### src/hw/rtl/ssmp_pkg.sv
// Package for the sequence store mismatch percent block.
// Holds the request/result word types, request codes and controller interface structs.
// No dependencies.
`default_nettype none

package ssmp_pkg;

    localparam int REQ_W     = 3;
    localparam int PAT_W     = 16;
    localparam int PCT_W     = 7;
    localparam int CNT_W     = 5;
    localparam int QC_W      = 16;
    localparam int K_W       = 3;
    localparam int PCT_SCALE = 100;

    localparam logic [QC_W-1:0] QC_MAX = {QC_W{1'b1}};

    localparam logic [REQ_W-1:0] REQ_CLEAR   = 3'd0;
    localparam logic [REQ_W-1:0] REQ_APPEND  = 3'd1;
    localparam logic [REQ_W-1:0] REQ_FULL    = 3'd2;
    localparam logic [REQ_W-1:0] REQ_PARTIAL = 3'd3;
    localparam logic [REQ_W-1:0] REQ_DELETE  = 3'd4;

    typedef struct packed {
        logic [REQ_W-1:0] req_type;
        logic [PAT_W-1:0] pattern;
        logic             last;
    } ssmp_req_t;

    typedef struct packed {
        logic [PCT_W-1:0] percent;
        logic             done_res;
        logic [CNT_W-1:0] stored_count;
        logic             status;
    } ssmp_res_t;

    typedef struct packed {
        logic ld_in;
        logic clear_store;
        logic append;
        logic end_query;
        logic cmp_read;
        logic cmp_eval;
        logic div_init;
        logic div_step;
        logic del_init;
        logic del_read;
        logic del_eval;
        logic del_done;
        logic out_load;
    } ssmp_cmd_t;

    typedef struct packed {
        logic [REQ_W-1:0] req_type;
        logic             last;
        logic             rd_lt_len;
        logic             div_last;
        logic             out_free;
    } ssmp_stat_t;

endpackage

`default_nettype wire

### src/hw/rtl/ssmp_ram.sv
// Generic single-write, single-read RAM with registered read data.
// No dependencies.
`default_nettype none

module ssmp_ram #(
    parameter int WIDTH  = 16,
    parameter int DEPTH  = 16,
    parameter int ADDR_W = (DEPTH > 1) ? $clog2(DEPTH) : 1
) (
    input  wire logic              clk,
    input  wire logic              wr_en,
    input  wire logic [ADDR_W-1:0] wr_addr,
    input  wire logic [WIDTH-1:0]  wr_data,
    input  wire logic              rd_en,
    input  wire logic [ADDR_W-1:0] rd_addr,
    output logic      [WIDTH-1:0]  rd_data
);

    logic [WIDTH-1:0] mem [DEPTH];

    always_ff @(posedge clk)
    begin
        if (wr_en)
        begin
            mem[wr_addr] <= wr_data;
        end
        if (rd_en)
        begin
            rd_data <= mem[rd_addr];
        end
    end

endmodule

`default_nettype wire

### src/hw/rtl/ssmp_ctrl.sv
// Controller state machine for the sequence store mismatch percent block.
// Depends on ssmp_pkg; drives ssmp_dp through command/status structs.
`default_nettype none

module ssmp_ctrl (
    input  wire logic               clk,
    input  wire logic               rst_n,
    input  wire logic               req_valid,
    output logic                    req_stall,
    input  wire ssmp_pkg::ssmp_stat_t stat,
    output ssmp_pkg::ssmp_cmd_t     cmd
);

    localparam logic [2:0] S_IDLE     = 3'd0;
    localparam logic [2:0] S_EXEC     = 3'd1;
    localparam logic [2:0] S_CMP      = 3'd2;
    localparam logic [2:0] S_DIV_INIT = 3'd3;
    localparam logic [2:0] S_DIV      = 3'd4;
    localparam logic [2:0] S_DEL_RD   = 3'd5;
    localparam logic [2:0] S_DEL_EV   = 3'd6;
    localparam logic [2:0] S_FIN      = 3'd7;

    logic [2:0] state_reg;
    logic [2:0] state_next;

    assign req_stall = (state_reg != S_IDLE);

    always_comb
    begin
        cmd        = '0;
        state_next = state_reg;
        unique case (state_reg)
            S_IDLE:
            begin
                if (req_valid)
                begin
                    cmd.ld_in  = 1'b1;
                    state_next = S_EXEC;
                end
            end
            S_EXEC:
            begin
                case (stat.req_type) inside
                    ssmp_pkg::REQ_CLEAR:
                    begin
                        cmd.clear_store = 1'b1;
                        cmd.end_query   = 1'b1;
                        state_next      = S_FIN;
                    end
                    ssmp_pkg::REQ_APPEND:
                    begin
                        cmd.append    = 1'b1;
                        cmd.end_query = 1'b1;
                        state_next    = S_FIN;
                    end
                    ssmp_pkg::REQ_FULL, ssmp_pkg::REQ_PARTIAL:
                    begin
                        cmd.cmp_read = 1'b1;
                        state_next   = S_CMP;
                    end
                    ssmp_pkg::REQ_DELETE:
                    begin
                        cmd.del_init  = 1'b1;
                        cmd.end_query = 1'b1;
                        state_next    = S_DEL_RD;
                    end
                    default:
                    begin
                        state_next = S_FIN;
                    end
                endcase
            end
            S_CMP:
            begin
                cmd.cmp_eval = 1'b1;
                state_next   = stat.last ? S_DIV_INIT : S_FIN;
            end
            S_DIV_INIT:
            begin
                cmd.div_init = 1'b1;
                state_next   = S_DIV;
            end
            S_DIV:
            begin
                cmd.div_step = 1'b1;
                if (stat.div_last)
                begin
                    state_next = S_FIN;
                end
            end
            S_DEL_RD:
            begin
                if (stat.rd_lt_len)
                begin
                    cmd.del_read = 1'b1;
                    state_next   = S_DEL_EV;
                end
                else
                begin
                    cmd.del_done = 1'b1;
                    state_next   = S_FIN;
                end
            end
            S_DEL_EV:
            begin
                cmd.del_eval = 1'b1;
                state_next   = S_DEL_RD;
            end
            S_FIN:
            begin
                if (stat.out_free)
                begin
                    cmd.out_load = 1'b1;
                    state_next   = S_IDLE;
                end
            end
            default:
            begin
                state_next = S_IDLE;
            end
        endcase
    end

    always_ff @(posedge clk or negedge rst_n)
    begin
        if (!rst_n)
        begin
            state_reg <= S_IDLE;
        end
        else
        begin
            state_reg <= state_next;
        end
    end

endmodule

`default_nettype wire

### src/hw/rtl/ssmp_dp.sv
// Datapath for the sequence store mismatch percent block: store, counters, divider, result.
// Depends on ssmp_pkg and ssmp_ram; commanded by ssmp_ctrl.
`default_nettype none

module ssmp_dp #(
    parameter int DEPTH = 16
) (
    input  wire logic                 clk,
    input  wire logic                 rst_n,
    input  wire ssmp_pkg::ssmp_req_t  req_word,
    output ssmp_pkg::ssmp_res_t       res_word,
    output logic                      res_valid,
    input  wire logic                 res_stall,
    input  wire ssmp_pkg::ssmp_cmd_t  cmd,
    output ssmp_pkg::ssmp_stat_t      stat
);

    localparam int LEN_W  = $clog2(DEPTH + 1);
    localparam int ADDR_W = (DEPTH > 1) ? $clog2(DEPTH) : 1;
    localparam int NUM_W  = $clog2(DEPTH * ssmp_pkg::PCT_SCALE + 1);
    localparam int CMP_W  = ssmp_pkg::QC_W + ssmp_pkg::PCT_W - 1;

    localparam logic [LEN_W-1:0]         LEN_MAX  = LEN_W'(DEPTH);
    localparam logic [LEN_W:0]           DEPTH_X  = (LEN_W + 1)'(DEPTH);
    localparam logic [ssmp_pkg::QC_W-1:0] DEPTH_QC = ssmp_pkg::QC_W'(DEPTH);
    localparam logic [ssmp_pkg::K_W-1:0]  K_START  = ssmp_pkg::K_W'(ssmp_pkg::PCT_W - 1);

    ssmp_pkg::ssmp_req_t           req_reg;
    ssmp_pkg::ssmp_res_t           res_reg;
    logic                          res_valid_reg;
    logic                          res_valid_next;
    logic [LEN_W-1:0]              len_reg;
    logic [LEN_W-1:0]              len_next;
    logic [ssmp_pkg::QC_W-1:0]     qc_reg;
    logic [ssmp_pkg::QC_W-1:0]     qc_next;
    logic [LEN_W-1:0]              mm_reg;
    logic [LEN_W-1:0]              mm_next;
    logic [LEN_W-1:0]              rd_reg;
    logic [LEN_W-1:0]              rd_next;
    logic [LEN_W-1:0]              wr_reg;
    logic [LEN_W-1:0]              wr_next;
    logic [NUM_W-1:0]              rem_reg;
    logic [NUM_W-1:0]              rem_next;
    logic [ssmp_pkg::QC_W-1:0]     dvs_reg;
    logic [ssmp_pkg::QC_W-1:0]     dvs_next;
    logic [ssmp_pkg::PCT_W-1:0]    q_reg;
    logic [ssmp_pkg::PCT_W-1:0]    q_next;
    logic [ssmp_pkg::K_W-1:0]      k_reg;
    logic [ssmp_pkg::K_W-1:0]      k_next;
    logic                          done_reg;
    logic                          done_next;
    logic                          status_reg;
    logic                          status_next;

    logic                          has_room;
    logic                          qc_hit;
    logic [LEN_W-1:0]              lmin;
    logic [LEN_W:0]                diff;
    logic [NUM_W-1:0]              num_full;
    logic [NUM_W-1:0]              num_part;
    logic [CMP_W-1:0]              trial;
    logic                          take;
    logic                          keep;
    logic                          is_full;

    logic                          ram_wr_en;
    logic [ADDR_W-1:0]             ram_wr_addr;
    logic [ssmp_pkg::PAT_W-1:0]    ram_wr_data;
    logic                          ram_rd_en;
    logic [ADDR_W-1:0]             ram_rd_addr;
    logic [ssmp_pkg::PAT_W-1:0]    ram_rd_data;

    ssmp_ram #(
        .WIDTH (ssmp_pkg::PAT_W),
        .DEPTH (DEPTH)
    ) u_store (
        .clk     (clk),
        .wr_en   (ram_wr_en),
        .wr_addr (ram_wr_addr),
        .wr_data (ram_wr_data),
        .rd_en   (ram_rd_en),
        .rd_addr (ram_rd_addr),
        .rd_data (ram_rd_data)
    );

    assign has_room = (len_reg < LEN_MAX);
    assign qc_hit   = (qc_reg < ssmp_pkg::QC_W'(len_reg));
    assign lmin     = qc_hit ? qc_reg[LEN_W-1:0] : len_reg;
    assign diff     = DEPTH_X - {1'b0, lmin} + {1'b0, mm_reg};
    assign num_full = NUM_W'(diff * ssmp_pkg::PCT_SCALE);
    assign num_part = NUM_W'(mm_reg * ssmp_pkg::PCT_SCALE);
    assign trial    = CMP_W'(dvs_reg) << k_reg;
    assign take     = (CMP_W'(rem_reg) >= trial);
    assign keep     = (ram_rd_data != req_reg.pattern);
    assign is_full  = (req_reg.req_type == ssmp_pkg::REQ_FULL);

    assign ram_wr_en   = (cmd.append && has_room) || (cmd.del_eval && keep);
    assign ram_wr_addr = cmd.del_eval ? wr_reg[ADDR_W-1:0] : len_reg[ADDR_W-1:0];
    assign ram_wr_data = cmd.del_eval ? ram_rd_data : req_reg.pattern;
    assign ram_rd_en   = cmd.cmp_read || cmd.del_read;
    assign ram_rd_addr = cmd.del_read ? rd_reg[ADDR_W-1:0] : qc_reg[ADDR_W-1:0];

    assign stat.req_type  = req_reg.req_type;
    assign stat.last      = req_reg.last;
    assign stat.rd_lt_len = (rd_reg < len_reg);
    assign stat.div_last  = (k_reg == '0);
    assign stat.out_free  = !res_valid_reg || !res_stall;

    assign res_word  = res_reg;
    assign res_valid = res_valid_reg;

    always_comb
    begin
        len_next       = len_reg;
        qc_next        = qc_reg;
        mm_next        = mm_reg;
        rd_next        = rd_reg;
        wr_next        = wr_reg;
        rem_next       = rem_reg;
        dvs_next       = dvs_reg;
        q_next         = q_reg;
        k_next         = k_reg;
        done_next      = done_reg;
        status_next    = status_reg;
        res_valid_next = res_valid_reg;

        if (res_valid_reg && !res_stall)
        begin
            res_valid_next = 1'b0;
        end
        if (cmd.ld_in)
        begin
            done_next   = 1'b0;
            status_next = 1'b0;
        end
        if (cmd.clear_store)
        begin
            len_next = '0;
        end
        if (cmd.append)
        begin
            if (has_room)
            begin
                len_next = len_reg + 1'b1;
            end
            else
            begin
                status_next = 1'b1;
            end
        end
        if (cmd.end_query)
        begin
            qc_next = '0;
            mm_next = '0;
        end
        if (cmd.cmp_eval)
        begin
            if (qc_hit && (ram_rd_data != req_reg.pattern))
            begin
                mm_next = mm_reg + 1'b1;
            end
            if (qc_reg != ssmp_pkg::QC_MAX)
            begin
                qc_next = qc_reg + 1'b1;
            end
        end
        if (cmd.div_init)
        begin
            rem_next  = is_full ? num_full : num_part;
            dvs_next  = is_full ? DEPTH_QC : qc_reg;
            q_next    = '0;
            k_next    = K_START;
            done_next = 1'b1;
            qc_next   = '0;
            mm_next   = '0;
        end
        if (cmd.div_step)
        begin
            if (take)
            begin
                rem_next      = rem_reg - trial[NUM_W-1:0];
                q_next[k_reg] = 1'b1;
            end
            k_next = k_reg - 1'b1;
        end
        if (cmd.del_init)
        begin
            rd_next = '0;
            wr_next = '0;
        end
        if (cmd.del_eval)
        begin
            rd_next = rd_reg + 1'b1;
            if (keep)
            begin
                wr_next = wr_reg + 1'b1;
            end
        end
        if (cmd.del_done)
        begin
            len_next = wr_reg;
        end
        if (cmd.out_load)
        begin
            res_valid_next = 1'b1;
        end
    end

    always_ff @(posedge clk or negedge rst_n)
    begin
        if (!rst_n)
        begin
            len_reg       <= '0;
            qc_reg        <= '0;
            mm_reg        <= '0;
            res_valid_reg <= 1'b0;
        end
        else
        begin
            len_reg       <= len_next;
            qc_reg        <= qc_next;
            mm_reg        <= mm_next;
            res_valid_reg <= res_valid_next;
        end
    end

    always_ff @(posedge clk)
    begin
        if (cmd.ld_in)
        begin
            req_reg <= req_word;
        end
        if (cmd.out_load)
        begin
            res_reg.percent      <= done_reg ? q_reg : '0;
            res_reg.done_res     <= done_reg;
            res_reg.stored_count <= ssmp_pkg::CNT_W'(len_reg);
            res_reg.status       <= status_reg;
        end
        rd_reg     <= rd_next;
        wr_reg     <= wr_next;
        rem_reg    <= rem_next;
        dvs_reg    <= dvs_next;
        q_reg      <= q_next;
        k_reg      <= k_next;
        done_reg   <= done_next;
        status_reg <= status_next;
    end

endmodule

`default_nettype wire

### src/hw/rtl/sequence_store_mismatch_percent.sv
// Top level of the sequence store mismatch percent block.
// Depends on ssmp_pkg, ssmp_ctrl, ssmp_dp (which holds ssmp_ram).
//
// Holds up to DEPTH 16-bit pattern ids in one single-port-read RAM and takes one request word
// at a time, giving exactly one result word per request. Clear, append and unused codes go
// straight to the result; a compare element first reads the RAM and then compares; the
// element that ends a query then runs the divider, one setup step and then one quotient bit
// per cycle. A delete reads each stored element and then conditionally writes it back
// through the store's one read and one write port. A new request is taken as soon as the
// previous result sits in the output register.
`default_nettype none

module sequence_store_mismatch_percent #(
    parameter int DEPTH = 16
) (
    input  wire logic                clk,
    input  wire logic                rst_n,
    input  wire logic                req_valid,
    output logic                     req_stall,
    input  wire ssmp_pkg::ssmp_req_t req_word,
    output logic                     res_valid,
    input  wire logic                res_stall,
    output ssmp_pkg::ssmp_res_t      res_word
);

    ssmp_pkg::ssmp_cmd_t  cmd;
    ssmp_pkg::ssmp_stat_t stat;

    ssmp_ctrl u_ctrl (
        .clk       (clk),
        .rst_n     (rst_n),
        .req_valid (req_valid),
        .req_stall (req_stall),
        .stat      (stat),
        .cmd       (cmd)
    );

    ssmp_dp #(
        .DEPTH (DEPTH)
    ) u_dp (
        .clk       (clk),
        .rst_n     (rst_n),
        .req_word  (req_word),
        .res_word  (res_word),
        .res_valid (res_valid),
        .res_stall (res_stall),
        .cmd       (cmd),
        .stat      (stat)
    );

endmodule

`default_nettype wire
### config.mk
export PLATFORM = sky130hd
export DESIGN_NAME = sequence_store_mismatch_percent
export DESIGN_NICKNAME = d
export VERILOG_FILES = /design/src/hw/rtl/ssmp_pkg.sv /design/src/hw/rtl/ssmp_ram.sv /design/src/hw/rtl/ssmp_ctrl.sv /design/src/hw/rtl/ssmp_dp.sv /design/src/hw/rtl/sequence_store_mismatch_percent.sv
export SDC_FILE = /design/constraint.sdc
export NUM_CORES = 1
export LEC_CHECK = 0
export BUFFER_PORTS_ARGS = -buffer_cell sky130_fd_sc_hd__buf_2
export CAP_MARGIN = 25
export CORE_ASPECT_RATIO = 1.5
export CORE_MARGIN = 1.5
export CORE_UTILIZATION = 45
export CTS_CLUSTER_SIZE = 30
export DETAILED_ROUTE_END_ITERATION = 12
export PLACE_DENSITY = 0.57
export SLEW_MARGIN = 10
export SYNTH_ARGS = -nofsm -noshare
export SYNTH_HDL_FRONTEND = slang
export SYNTH_SLANG_ARGS = --single-unit
export TNS_END_PERCENT = 50
### constraint.sdc
create_clock -name clk -period 15.24 [get_ports clk]
set_clock_uncertainty 0.05 [all_clocks]
set_input_delay 2.286 -clock clk [delete_from_list [all_inputs] [get_ports clk]]
set_output_delay 2.286 -clock clk [all_outputs]
set_load 0.02 [all_outputs]
# Yosys cells after proc, flatten, opt, wreduce, memory -nomap -nowiden
# Memory sizes are Yosys's and may differ from the RTL's. A register that Yosys moved wholly into a read port is not among the register bits.
# Cells that the tools add are included.
dict set report word_totals {
  reg_bits 113
  ram_bits 256
  input_bits 24
  output_inout_bits 16
  wordCells 150
  n_memories 1
}
# name words word_bits rd rd_clocked_by_memory_dff write_ports line_no
set mem_list {}
lappend mem_list {u_dp.u_store.mem 16 16 1 1 1 ssmp_ram.sv:19} ;# logic [WIDTH-1:0] mem [DEPTH];
dict set report classes {
  add_sub_neg 9
  mul 2
  magnitude_cmp 6
  n_eq_ne 16
  n_shift 1
  muxes 75
  bitwise 1
  n_reduce_logical 19
}
# operator count
set ops {}
lappend ops {{$mux W16} 5}
lappend ops {{$mux W5} 14}
lappend ops {{$mux W11} 4}
lappend ops {{$mux W1} 34}
lappend ops {{$mux W3} 9}
lappend ops {{$pmux W3 S8} 1}
lappend ops {{$ge A11 B22 Y1} 1}
lappend ops {{$shl A16 B3 Y22} 1}
lappend ops {{$mux W7} 3}
lappend ops {{$add A5 B1 Y5 const B} 4}
lappend ops {{$add A16 B1 Y16 const B} 1}
lappend ops {{$lt A16 B5 Y1} 1}
lappend ops {{$ne A16 B16 Y1} 1}
lappend ops {{$ne A16 B16 Y1 const B} 1}
lappend ops {{$eq A3 B3 Y1 const B} 5}
lappend ops {{$eq A3 B2 Y1 const B} 4}
lappend ops {{$mux W4} 3}
lappend ops {{$sub A11 B11 Y11} 1}
lappend ops {{$logic_not A3 Y1} 3}
lappend ops {{$mul A5 B5 Y9 const B} 1}
lappend ops {{$mul A6 B5 Y9 const B} 1}
lappend ops {{$or A7 B7 Y7} 1}
lappend ops {{$add A6 B5 Y6} 1}
lappend ops {{$eq A3 B1 Y1 const B} 2}
lappend ops {{other kinds (16)} 27}

# Longest topological paths before layout
# Gate-level depths: netlist (run 1).
dict set report logic_depth {
  word_depth 10
  mapped_depth 25
  ltp_nobuf 24
}

# Hierarchy
# A second synthesis (run 1) with hierarchy kept.
dict set report unflattened {
  cells_unflattened 1166
  hier_area_um2 17559.3
}
# module n_inst cells_per_inst area_each_um2 seq_area_each_um2
set modules_own_cells {}
lappend modules_own_cells {ssmp_ram 1 432 10202.3 8167.8}
lappend modules_own_cells {ssmp_dp 1 692 7011.7 2917.8}
lappend modules_own_cells {ssmp_ctrl 1 42 345.3 75.1}

# Worst setup path after synthesis (run 1)
# Ideal clock, no wire load.
dict set report synth_timing {
  path_type {reg2reg}
  from {register u_dp.len_reg[1]}
  to {register u_dp.rem_reg[10]}
  setup_time_ns 0.072
  arrival_ns 4.992
  required_time_ns 15.118
  path_slack_ns 10.127
  stages_incl_launch_ff 25
  path_buffers 1
  period_less_slack_ns 5.113
  cell_sequence {dfrtp_1 inv_1 ha_1 a21o_1 a21o_1 a21o_1 a21o_1 clkbuf_1 mux2_2 ha_1 inv_1 ha_1 fa_1 ha_1 ha_1 ha_1 inv_1 fa_1 nand2b_1 a21oi_1 xnor2_1 xnor2_1 mux2i_1 nor2_1 mux2i_1}
}
dict set report synth_between {
  elab_chain_len 9
}
# element line_no
set synth_lines {}
lappend synth_lines {{start: declaration} ssmp_dp.sv:32} ;# logic [LEN_W-1:0] len_reg;
lappend synth_lines {{start signal: assignment} ssmp_dp.sv:220} ;# len_reg <= len_next;
lappend synth_lines {{$lt A16 B5 Y1} ssmp_dp.sv:87} ;# assign qc_hit = (qc_reg < ssmp_pkg::QC_W'(len_reg));
lappend synth_lines {{$mux W5 *} ssmp_dp.sv:88} ;# assign lmin = qc_hit ? qc_reg[LEN_W-1:0] : len_reg;
lappend synth_lines {{$sub A5 B5 Y6 *} ssmp_dp.sv:89} ;# assign diff = DEPTH_X - {1'b0, lmin} + {1'b0, mm_reg};
lappend synth_lines {{$add A6 B5 Y6 *} ssmp_dp.sv:89}
lappend synth_lines {{$mul A6 B5 Y9 *} ssmp_dp.sv:90} ;# assign num_full = NUM_W'(diff * ssmp_pkg::PCT_SCALE);
lappend synth_lines {{$mux W11 *} ssmp_dp.sv:169} ;# rem_next = is_full ? num_full : num_part;
lappend synth_lines {{$mux W11 *} ssmp_dp.sv:167} ;# if (cmd.div_init)
lappend synth_lines {{$mux W11} ssmp_dp.sv:179} ;# if (take)
lappend synth_lines {{$mux W11 *} ssmp_dp.sv:177} ;# if (cmd.div_step)
lappend synth_lines {{via u_dp.rem_next[10]} ssmp_dp.sv:43} ;# logic [NUM_W-1:0] rem_next;
lappend synth_lines {{end signal: assignment} ssmp_dp.sv:242} ;# rem_reg <= rem_next;
lappend synth_lines {{end: declaration} ssmp_dp.sv:42} ;# logic [NUM_W-1:0] rem_reg;
# Mark *: on every way through the listed nets, which the timed path passes. The rest lies on a longest branch.
# A chain may end at the register's enable or synchronous reset.

# Worst setup path after layout (run 1)
dict set report layout_timing {
  from {register u_dp.len_reg[2]}
  to {register u_dp.u_store.rd_data[5], read port of u_dp.u_store.mem (data pin)}
}
dict set report layout_between {
  elab_chain_len 4
  word_cells_on_any_way 5
  classes_between {order compare (1); mux (3); reduce/logical (1)}
}
# element line_no
set layout_lines {}
lappend layout_lines {{$lt A5 B5 Y1 *} ssmp_dp.sv:105} ;# assign stat.rd_lt_len = (rd_reg < len_reg);
lappend layout_lines {{$mux W1 *} ssmp_ctrl.sv:93} ;# if (stat.rd_lt_len)
lappend layout_lines {{$mux W1 *} ssmp_ctrl.sv:32} ;# unique case (state_reg)
lappend layout_lines {{$mux W4 or $logic_or A1 B1 Y1 (tied branches)} {ssmp_dp.sv:101, ssmp_dp.sv:100}}
lappend layout_lines {{end: declaration} ssmp_ram.sv:16} ;# output logic [WIDTH-1:0] rd_data
# Mark *: on every way between the ends. The rest lies on a longest branch, timed or not.

==> out/qor.yml, run 1 <==
timing:
  finalSetupTns_ns: 0
  timing.final.crit_share_pct: 37.3
  rsz0062_at_grt: "no"
  fin_hold_ws_ns: 0.394
  period_needed_ns: 5.68
  setup_viol: 0
  final-hold-violation-count: 0
  tightestPinTransition_ns: 1.02
  slew-limit-headroom_pct: 32.0
  timing.final.max_slew_violations: 0
  fmax_mhz: 176
status:
  status: "completed"
cells_and_area:
  syn_to_final_growth_pct: 12.1
  n_antenna_cell: 0
  final_nets: 1425
  nFillCells: 3306
  layout_common_cells: "edfxtp_1 (330), mux2i_1 (153), nand2_1 (68), o22ai_1 (66), ha_1 (63)"
  regMostFlops: "u_dp.u_store.mem"
  layout_commonest_cell: "edfxtp_1"
  layout-drive-gt1-share_pct: 13.8
  largest_register_ffs: 256
clocking:
  cts_inserted_buffers: 39
  clockBufferDepth: 3
  clk_latency_ns: 0.54
  cts_hold_buf: 0
  clkSinkCount: 385
  cts_resized: 0
  post_cts_buffers: 0
  cts_tree: "done"
  ctsRootBufferMaster: "clkbuf_16"
  cts.reportedPaths.clkPinSlew_ns: 0.06
  htree_levels: 2
synthesis:
  synth_cells: 1288
  avgSynthCellArea_um2: 13.7
  synth_cell_types: 64
  yosys_most_used_dff: "edfxtp_1"
  synth_area_um2: 17600
  synthesis.nets: 1379
  ys_warn_count: 0
  synth-seq-cells: 385
  synth_enable_flop_cells: 330
  async_flop_share_pct: 7.79
  yosysSeqAreaShare_pct: 63.4
worst_setup_path:
  worst_path_largest_cell_delay_ns: 0.90
  worst-path-buf-inv: 3
  cp_top_family: "buffers and inverters"
  cp.required_ns: 15.48
  worst_setup_path_start_kind: "flop"
  crit_top_cell: "buf_4"
  cp_data_arrival_time_ns: 5.92
  cp_slowest_cell: "buf_4"
  critPathKind: "flop to flop"
  crit_chain: "inv_1 > ha_1 > a21oi_1 > o21ai_2 > o21ai_4 > mux2i_4 > buf_4 > buf_4 > mux2i_1 > o22ai_1 > or4_1"
  crit_fanout: 58
  worstSetupEndpointType: "flop"
routing:
  wl_per_cell_um: 23.5
  drc: 0
  viasPerCell: 5.75
  antenna_left: 0
  vias: 10700
  initialDrtViolationCount: 728
  routed_wirelength_um: 43700
  first_pass_iters: 5
place:
  place.gp.congestion: 0.841
  port_buffers: 39
  hpwl_um: 26900
pwr:
  vdd_ir_drop_max_uv: 156
  p_per_area_nw_per_um2: 197
  p_leak_nw: 7.79
grt:
  grt_start_max_net_pins: 59
  grt_pass1_vias: 10800
  grt_overflow: 0
  grt.total_usage_pct: 22.1
  antenna_found_initial: 0
  grt_pass1_wl_um: 65000
die:
  rows: 88
  fp.dieH_um: 245
  die_area_um2: 40300
  ios: 40
  fp.dieW_um: 164
  core_area_um2: 38500
  start_util_pct: 45.6
job:
  cap_violations: 0
min_path:
  worst_hold_path_type: "flop to flop"
-- per-stage QoR --
step / util (%) / setup WS [ns] / total power [mW] / instance area [um2] / cells
floorplan: - / 10.13 / 2.60 / 17600 / 1288
global placement: 47.9 / 9.60 / 2.99 / 18500 / 1785
detailed placement: 48.0 / 9.54 / 3.02 / 18500 / 1787
CTS: 51.1 / 9.52 / 3.93 / 19700 / 1857
global route: 51.2 / 9.18 / 4.14 / 19700 / 1858
finish: 51.2 / 9.56 / 3.89 / 19700 / 1858
-- Yosys cell counts, types with 5 or more instances --
library cell	number	area [um2]
a211oi_1	5	37.5
a21o_1	12	90.1
a21oi_1	40	200
a31oi_1	15	93.8
and2_1	9	56.3
and3_1	6	37.5
buf_2	20	100
clkbuf_1	40	150
dfrtp_1	30	751
dfxtp_1	25	500
edfxtp_1	330	9910
ha_1	63	788
inv_1	33	124
mux2_2	23	259
mux2i_1	154	1540
nand2_1	68	255
nand2b_1	8	50.1
nand3_1	30	150
nand3b_1	6	45.0
nand4_1	9	56.3
nor2_1	65	244
nor2b_1	21	131
nor3_1	14	70.1
nor4_1	13	81.3
nor4b_1	5	43.8
o211ai_1	8	60.1
o21ai_0	41	205
o22ai_1	66	413
o31ai_1	7	52.6
or3_1	5	31.3
or4_1	18	135
xnor2_1	20	175
xor2_1	27	236
-- per-layer routing --
metal	vias to the layer above	GRT usage, %	share of wire [%]
li1	5020	-	-
met1	5282	24.8	38
met2	269	41.1	53
met3	106	2.86	4.2
met4	0	10.5	4.5
met5	-	0	0
-- power breakdown --
part           internal [mW]  leakage [nW]  total (mW)  switching (mW)
Sequential              1.37          3.60        1.49           0.119
Clock                  0.506         0.589       0.901           0.395
Combinational          0.621          3.59        1.51           0.886
Total                   2.49          7.79        3.89            1.40
-- worst paths after layout --
| path | from | endpoint | slack [ns] | cells past startpoint |
|---|---|---|---|---|
| min in group asynchronous | rst_n | u_dp.mm_reg[1] | 1.77 | 1 |
| max in group asynchronous | rst_n | u_ctrl.state_reg[2] | 12.85 | 1 |
| hold / removal | u_dp.q_reg[5] | u_dp.q_reg[5] | 0.39 | 2 |
| setup / recovery | u_dp.len_reg[2] | u_dp.u_store.rd_data[5] | 9.56 | 11 |
| hold reg to reg | u_dp.q_reg[5] | u_dp.q_reg[5] | 0.39 | 2 |
| setup reg to reg | u_dp.len_reg[2] | u_dp.u_store.rd_data[5] | 9.56 | 11 |
-- layout make-up --
cell class                      count  area [um2]  share of cell area, %
Sequential cell                   385       11200                   56.6
Multi-Input combinational cell    805        6170                   31.3
Clock buffer                       52        1100                   5.56
Tap cell                          495         619                   3.14
Timing Repair Buffer               69         435                   2.21
Inverter                           34         128                  0.647
Clock inverter                     18         101                  0.514
-- tightest hold or removal path, stage by stage, from the launching register on --
cell	delay [ns]
dfxtp_1	0.32
nand2_1	0.05
o31ai_1	0.05
-- cells by family (layout without fill, tap and decap cells) --
kind of cell | Yosys count | after routing | synth area share [%]
buffers and inverters | 98 | 173 | 2.32
and+or+nand+nor | 292 | 292 | 8.57
xor gates and xnor gates | 47 | 47 | 2.34
adders and majority gates | 67 | 67 | 4.94
muxes | 178 | 178 | 10.4
AOI/OAI and AO/OA | 221 | 221 | 8.02
DFF | 385 | 385 | 63.4
Power figures use the tool's default switching activity.
==> run 2: changes to the inputs <==
clock period = 5.37 ns   (was 15.24 ns; I/O delays follow)
==> out/qor.yml, run 2 (synthesis gave the netlist of run 1 again) <==
worst_setup_path:
  worst_setup_path_start_kind: "flop"
  cp.required_ns: 5.79  # -9.69 ns
  critPathKind: "flop to flop"
  crit_fanout: 6  # -90%
  startpoint: "u_dp.len_reg[1]"
  cp_data_arrival_time_ns: 5.56  # -0.36 ns
  rr_startpoint: "u_dp.len_reg[1]"
  worstSetupEndpointType: "flop"
grt:
  gr-max-usage-layer: "met2"
  grt_start_max_net_pins: 73  # +24%
  gr-usage-met3_pct: 2.67  # -0.19 points
  grt_use_met2_pct: 40.1  # -0.98 points
  antenna_found_initial: 0  # unchanged
  use_met1_pct: 25.2  # +0.41 points
  grt.total_usage_pct: 21.8  # -0.38 points
  grt_pass1_vias: 10600  # -2.0%
  grt_pass1_wl_um: 64100  # -1.4%
  grt_overflow: 0  # unchanged
pwr:
  pwr-share-comb_pct: 40.3  # +1.6 points
  p_sw_mw: 3.99  # +190%
  power.share.sequential_pct: 37.2  # -0.9 points
  internal-power_mw: 7.11  # +190%
  p_sw_share_pct: 36.0  # about the same
  p_per_area_nw_per_um2: 561  # +180%
  p_leak_nw: 7.81  # +0.33%
  power.share.clock_pct: 22.4  # -0.7 points
  p_total_mw: 11.1  # +190%
  vdd_ir_drop_max_uv: 387  # +150%
die:
  fp.dieW_um: 164  # unchanged
  start_util_pct: 45.6  # unchanged
  die_area_um2: 40300  # unchanged
  ios: 40  # unchanged
  fp.dieH_um: 245  # unchanged
  rows: 88  # unchanged
  core_area_um2: 38500  # unchanged
place:
  pre_cts_slack_ns: 0.152  # -9.38 ns
  place.gp.congestion: 0.837  # -0.43%
  hpwl_um: 27100  # +0.90%
  place_inst: 1799  # +0.67%
  port_buffers: 39  # unchanged
routing:
  wl_per_cell_um: 23.1  # -1.5%
  routed_wirelength_um: 43300  # -0.96%
  viasPerCell: 5.70  # -0.77%
  drc: 0  # unchanged
  antenna_left: 0  # unchanged
  first_pass_iters: 5  # unchanged
  initialDrtViolationCount: 744  # +2.2%
  vias: 10700  # -0.18%
clocking:
  htree_levels: 2  # unchanged
  clk_latency_ns: 0.54  # about the same
  clkSinkCount: 385  # unchanged
  cts_inserted_buffers: 38  # -2.6%
  cts.reportedPaths.clkPinSlew_ns: 0.06  # about the same
  cts_tree: "done"
  ctsRootBufferMaster: "clkbuf_16"
  cts_hold_buf: 0  # unchanged
  clockBufferDepth: 3  # unchanged
cells_and_area:
  multi_input_area_um2: 6190  # +0.30%
  regMostFlops: "u_dp.u_store.mem"
  largest_register_ffs: 256  # unchanged
  n_antenna_cell: 0  # unchanged
  register_area_um2: 11200  # unchanged
  stdcell_count: 1869  # +0.59%
  final_nets: 1437  # +0.84%
  nFillCells: 3295  # -0.33%
  layout_commonest_cell: "edfxtp_1"
  final_util_pct: 51.4  # +0.21 points
  layout-drive-gt1-share_pct: 14.2  # +0.40 points
  syn_to_final_growth_pct: 12.5
  layout_common_cells: "edfxtp_1 (330), mux2i_1 (153), nand2_1 (68), o22ai_1 (66), ha_1 (62)"
timing:
  tightestPinTransition_ns: 1.06  # +0.0438 ns
  period_needed_ns: 5.13  # -0.544 ns
  final-hold-violation-count: 0  # unchanged
  postLayoutSetupSlackWorst_ns: 0.236  # -9.33 ns
  setup_viol: 0  # unchanged
  finalSetupTns_ns: 0  # unchanged
  rsz0062_at_grt: "no"
  slew-limit-headroom_pct: 29.3  # -2.7 points
  timing.final.crit_share_pct: 95.6  # +58 points
  fmax_mhz: 195  # +11%
  timing.final.max_slew_violations: 0  # unchanged
min_path:
  worst_hold_path_type: "input pin to async pin"
status:
  status: "completed"
job:
  cap_violations: 0  # unchanged
[run 2: final cells by class]
| cell class | instances | area share (%) |
|---|---|---|
| inverters | 34 | 0.645 |
| multi-input cells | 805 | 31.3 |
| well taps | 495 | 3.13 |
| repair buffers | 82 | 2.77 |
| clock buffers | 55 | 5.23 |
| clock inverters | 13 | 0.563 |
| flip-flops and latches | 385 | 56.4 |
[run 2: metrics by stage]
stage / cell area [um2] / hold WS (ns)
3_3_place_gp: 18600 / 0.377
4_1_cts: 19800 / 0.299
5_1_grt: 19800 / 0.339
3_5_place_dp: 18600 / 0.388
6_report: 19800 / 0.298
2_1_floorplan: 17600 / 0.358
[run 2: final timing paths]
path,slack (ns),cells after the start,to
setup reg to reg,0.24,22,u_dp.rem_reg[10]
min in group clk,0.39,1,u_dp.req_reg[1]
setup / recovery,0.24,22,u_dp.rem_reg[10]
hold / removal,0.30,1,u_dp.mm_reg[4]
hold reg to reg,0.40,2,u_dp.q_reg[1]
max in group asynchronous,4.45,1,u_dp.qc_reg[12]
[run 2: routing by layer]
metal | vias up | routed length, um
met1 | 5273 | 17100
met3 | 84 | 1690
met5 | - | 0
met2 | 256 | 22900
met4 | 0 | 1640
li1 | 5045 | -
[run 2: timing repair]
action                                  4_1_cts  5_1_grt
endpoints found under the setup margin        0        1
gates resized for setup                       0        4
buffers inserted                              0        1
[run 2: power by group through the flow]
stage	clock, mW	combinational, mW	sequential, mW
after CTS	2.55	4.48	4.14
final	2.49	4.48	4.14
after global placement	0	4.39	4.19
after detailed placement	0	4.45	4.20
after global routing	2.65	4.95	4.18
after floorplan	0	3.26	4.13
[run 2: critical path: stages (launching register included)]
cell and delay, ns:
dfrtp_1 0.37, inv_1 0.08, ha_1 0.23, a21o_1 0.16, a21o_1 0.17, a21o_1 0.20
a21o_4 0.25, mux2i_1 0.16, ha_1 0.25, ha_2 0.21, fa_1 0.53, ha_1 0.32
ha_1 0.30, ha_1 0.30, inv_1 0.06, fa_1 0.43, nand2b_1 0.19, a21oi_2 0.14
xnor2_1 0.14, xnor2_1 0.16, mux2i_1 0.20, nor2_1 0.06, mux2i_1 0.11
==> run 3: changes to the inputs <==
BUFFER_PORTS_ARGS = not set   (was -buffer_cell sky130_fd_sc_hd__buf_2)
DONT_BUFFER_PORTS = 1   (was not set)
PLACE_DENSITY = 0.56   (was 0.57)
==> out/qor.yml, run 3 (synthesis gave the netlist of run 1 again) <==
place:
  place_inst: 1773  # -1.4%
  placedInstanceArea_um2: 18500  # -0.37%
  hpwl_um: 27800  # +2.5%
  port_buffers: 0  # -100%
  place.gp.congestion: 0.849  # +1.4%
cells_and_area:
  regMostFlops: "u_dp.u_store.mem"
  final_nets: 1413  # -1.7%
  syn_to_final_growth_pct: 12.5  # about the same
  stdcell_count: 1846  # -1.2%
  layout-drive-gt1-share_pct: 13.5  # -0.72 points
  largest_register_ffs: 256  # unchanged
  layout_common_cells: "edfxtp_1 (330), mux2i_1 (153), nand2_1 (68), o22ai_1 (66), ha_1 (62)"
  layout_commonest_cell: "edfxtp_1"
  stdcell_area_um2: 19800  # about the same
  n_antenna_cell: 0  # unchanged
grt:
  gr-max-usage-layer: "met2"
  gr-usage-met3_pct: 2.84  # +0.17 points
  grt_use_met2_pct: 41.0  # +0.92 points
  antenna_found_initial: 0  # unchanged
  grt.total_usage_pct: 22.0  # +0.22 points
  use_met1_pct: 25.0  # -0.17 points
  grt_pass1_vias: 10800  # +1.8%
  grt_start_max_net_pins: 35  # -52%
  grt_pass1_wl_um: 65100  # +1.5%
  grt_overflow: 0  # unchanged
clocking:
  cts_tree: "done"
  clk_latency_ns: 0.55  # about the same
  cts.reportedPaths.clkPinSlew_ns: 0.06  # about the same
  post_cts_buffers: 0  # unchanged
  clockBufferDepth: 3  # unchanged
  ctsRootBufferMaster: "clkbuf_16"
  cts_inserted_buffers: 39  # +2.6%
  clkSinkCount: 385  # unchanged
  htree_levels: 2  # unchanged
worst_setup_path:
  worst_setup_path_start_kind: "flop"
  critPathKind: "flop to flop"
  worstSetupEndpointType: "flop"
  cp_data_arrival_time_ns: 5.49  # -0.07 ns
  crit_fanout: 6  # unchanged
  timing.reg2reg.setup_slack_ns: 0.29  # +0.05 ns
  cp.required_ns: 5.78  # about the same
routing:
  wl_per_cell_um: 23.4  # +1.1%
  drc: 0  # unchanged
  vias: 10600  # -0.86%
  initialDrtViolationCount: 629  # -15%
  routed_wirelength_um: 43200  # -0.14%
  first_pass_iters: 7  # +2
  viasPerCell: 5.72  # +0.37%
  antenna_left: 0  # unchanged
die:
  start_util_pct: 45.6  # unchanged
  fp.dieW_um: 164  # unchanged
  core_area_um2: 38500  # unchanged
  die_area_um2: 40300  # unchanged
  fp.dieH_um: 245  # unchanged
  rows: 88  # unchanged
  ios: 40  # unchanged
timing:
  final-hold-violation-count: 0  # unchanged
  finalSetupTns_ns: 0  # unchanged
  fmax_mhz: 197  # +1.0%
  tightestPinTransition_ns: 1.03  # -0.0268 ns
  timing.final.max_slew_violations: 0  # unchanged
  period_needed_ns: 5.08  # -0.0530 ns
  timing.final.crit_share_pct: 94.6  # -0.99 points
  slew-limit-headroom_pct: 29.6  # +0.31 points
  setup_viol: 0  # unchanged
  rsz0062_at_grt: "no"
pwr:
  p_per_area_nw_per_um2: 572  # +2.0%
  vdd_ir_drop_max_uv: 379  # -2.1%
  p_leak_nw: 7.79  # -0.26%
job:
  cap_violations: 0  # unchanged
min_path:
  worst_hold_path_type: "input pin to async pin"
status:
  status: "completed"
[run 3: stage by stage]
step	total power, mW	hold WS (ns)	worst slack (ns)	utilization (%)
after floorplan	7.39	0.358	0.257	-
after global placement	8.64	0.375	0.186	48.1
after detailed placement	8.71	0.381	0.124	48.1
after CTS	11.3	0.0371	0.102	51.2
after global routing	12.1	0.0424	0.0462	51.4
final	11.3	0.0532	0.289	51.4
[run 3: timing repair]
action	4_1_cts	5_1_grt
setup endpoints to repair	0	1
hold buffers	1	0
gates resized for setup	0	10
endpoints found under the hold margin	30	0
[run 3: worst paths after layout]
path                                      from                to  cells after the start
worst min register to register   u_dp.q_reg[1]     u_dp.q_reg[1]                      2
worst max-delay path            u_dp.qc_reg[1]  u_dp.rem_reg[10]                     21
worst max register to register  u_dp.qc_reg[1]  u_dp.rem_reg[10]                     21
max in group asynchronous                rst_n    u_dp.qc_reg[9]                      1
worst min-delay path                     rst_n    u_dp.qc_reg[1]                      1
min in group clk                  req_word[14]  u_dp.req_reg[14]                      0
[run 3: worst max-delay path, cell delays in order, from the launching register on]
cell and delay [ns]:
dfrtp_1 0.39, ha_1 0.30, a21o_1 0.16, a21o_1 0.17
a21o_1 0.20, a21o_4 0.26, mux2i_1 0.13, ha_1 0.34
ha_4 0.19, fa_2 0.59, ha_1 0.24, ha_1 0.30
ha_1 0.30, inv_1 0.06, fa_2 0.39, nand2b_4 0.16
a21oi_4 0.13, xnor2_2 0.13, xnor2_1 0.15, mux2i_1 0.20
nor2_1 0.06, mux2i_1 0.11
[run 3: report_power, final]
part	switching, mW	internal, mW
logic	2.69	1.96
registers	0.288	3.88
clock network	1.13	1.38
[run 3: layer usage]
| layer | share of wire [%] | vias up |
|---|---|---|
| met4 | 4.0 | 0 |
| li1 | - | 4999 |
| met2 | 54 | 235 |
| met1 | 39 | 5241 |
| met3 | 3.5 | 91 |
| met5 | 0 | - |
[run 3: final cells by class]
| type | count | area (um2) |
|---|---|---|
| sequential | 385 | 11200 |
| fill | 3349 | 18700 |
| clock inverter | 22 | 131 |
| clock buffer | 48 | 1030 |
| timing repair buffer | 57 | 531 |
| tap | 495 | 619 |
| multi-input combinational | 805 | 6190 |
| inverter | 34 | 128 |
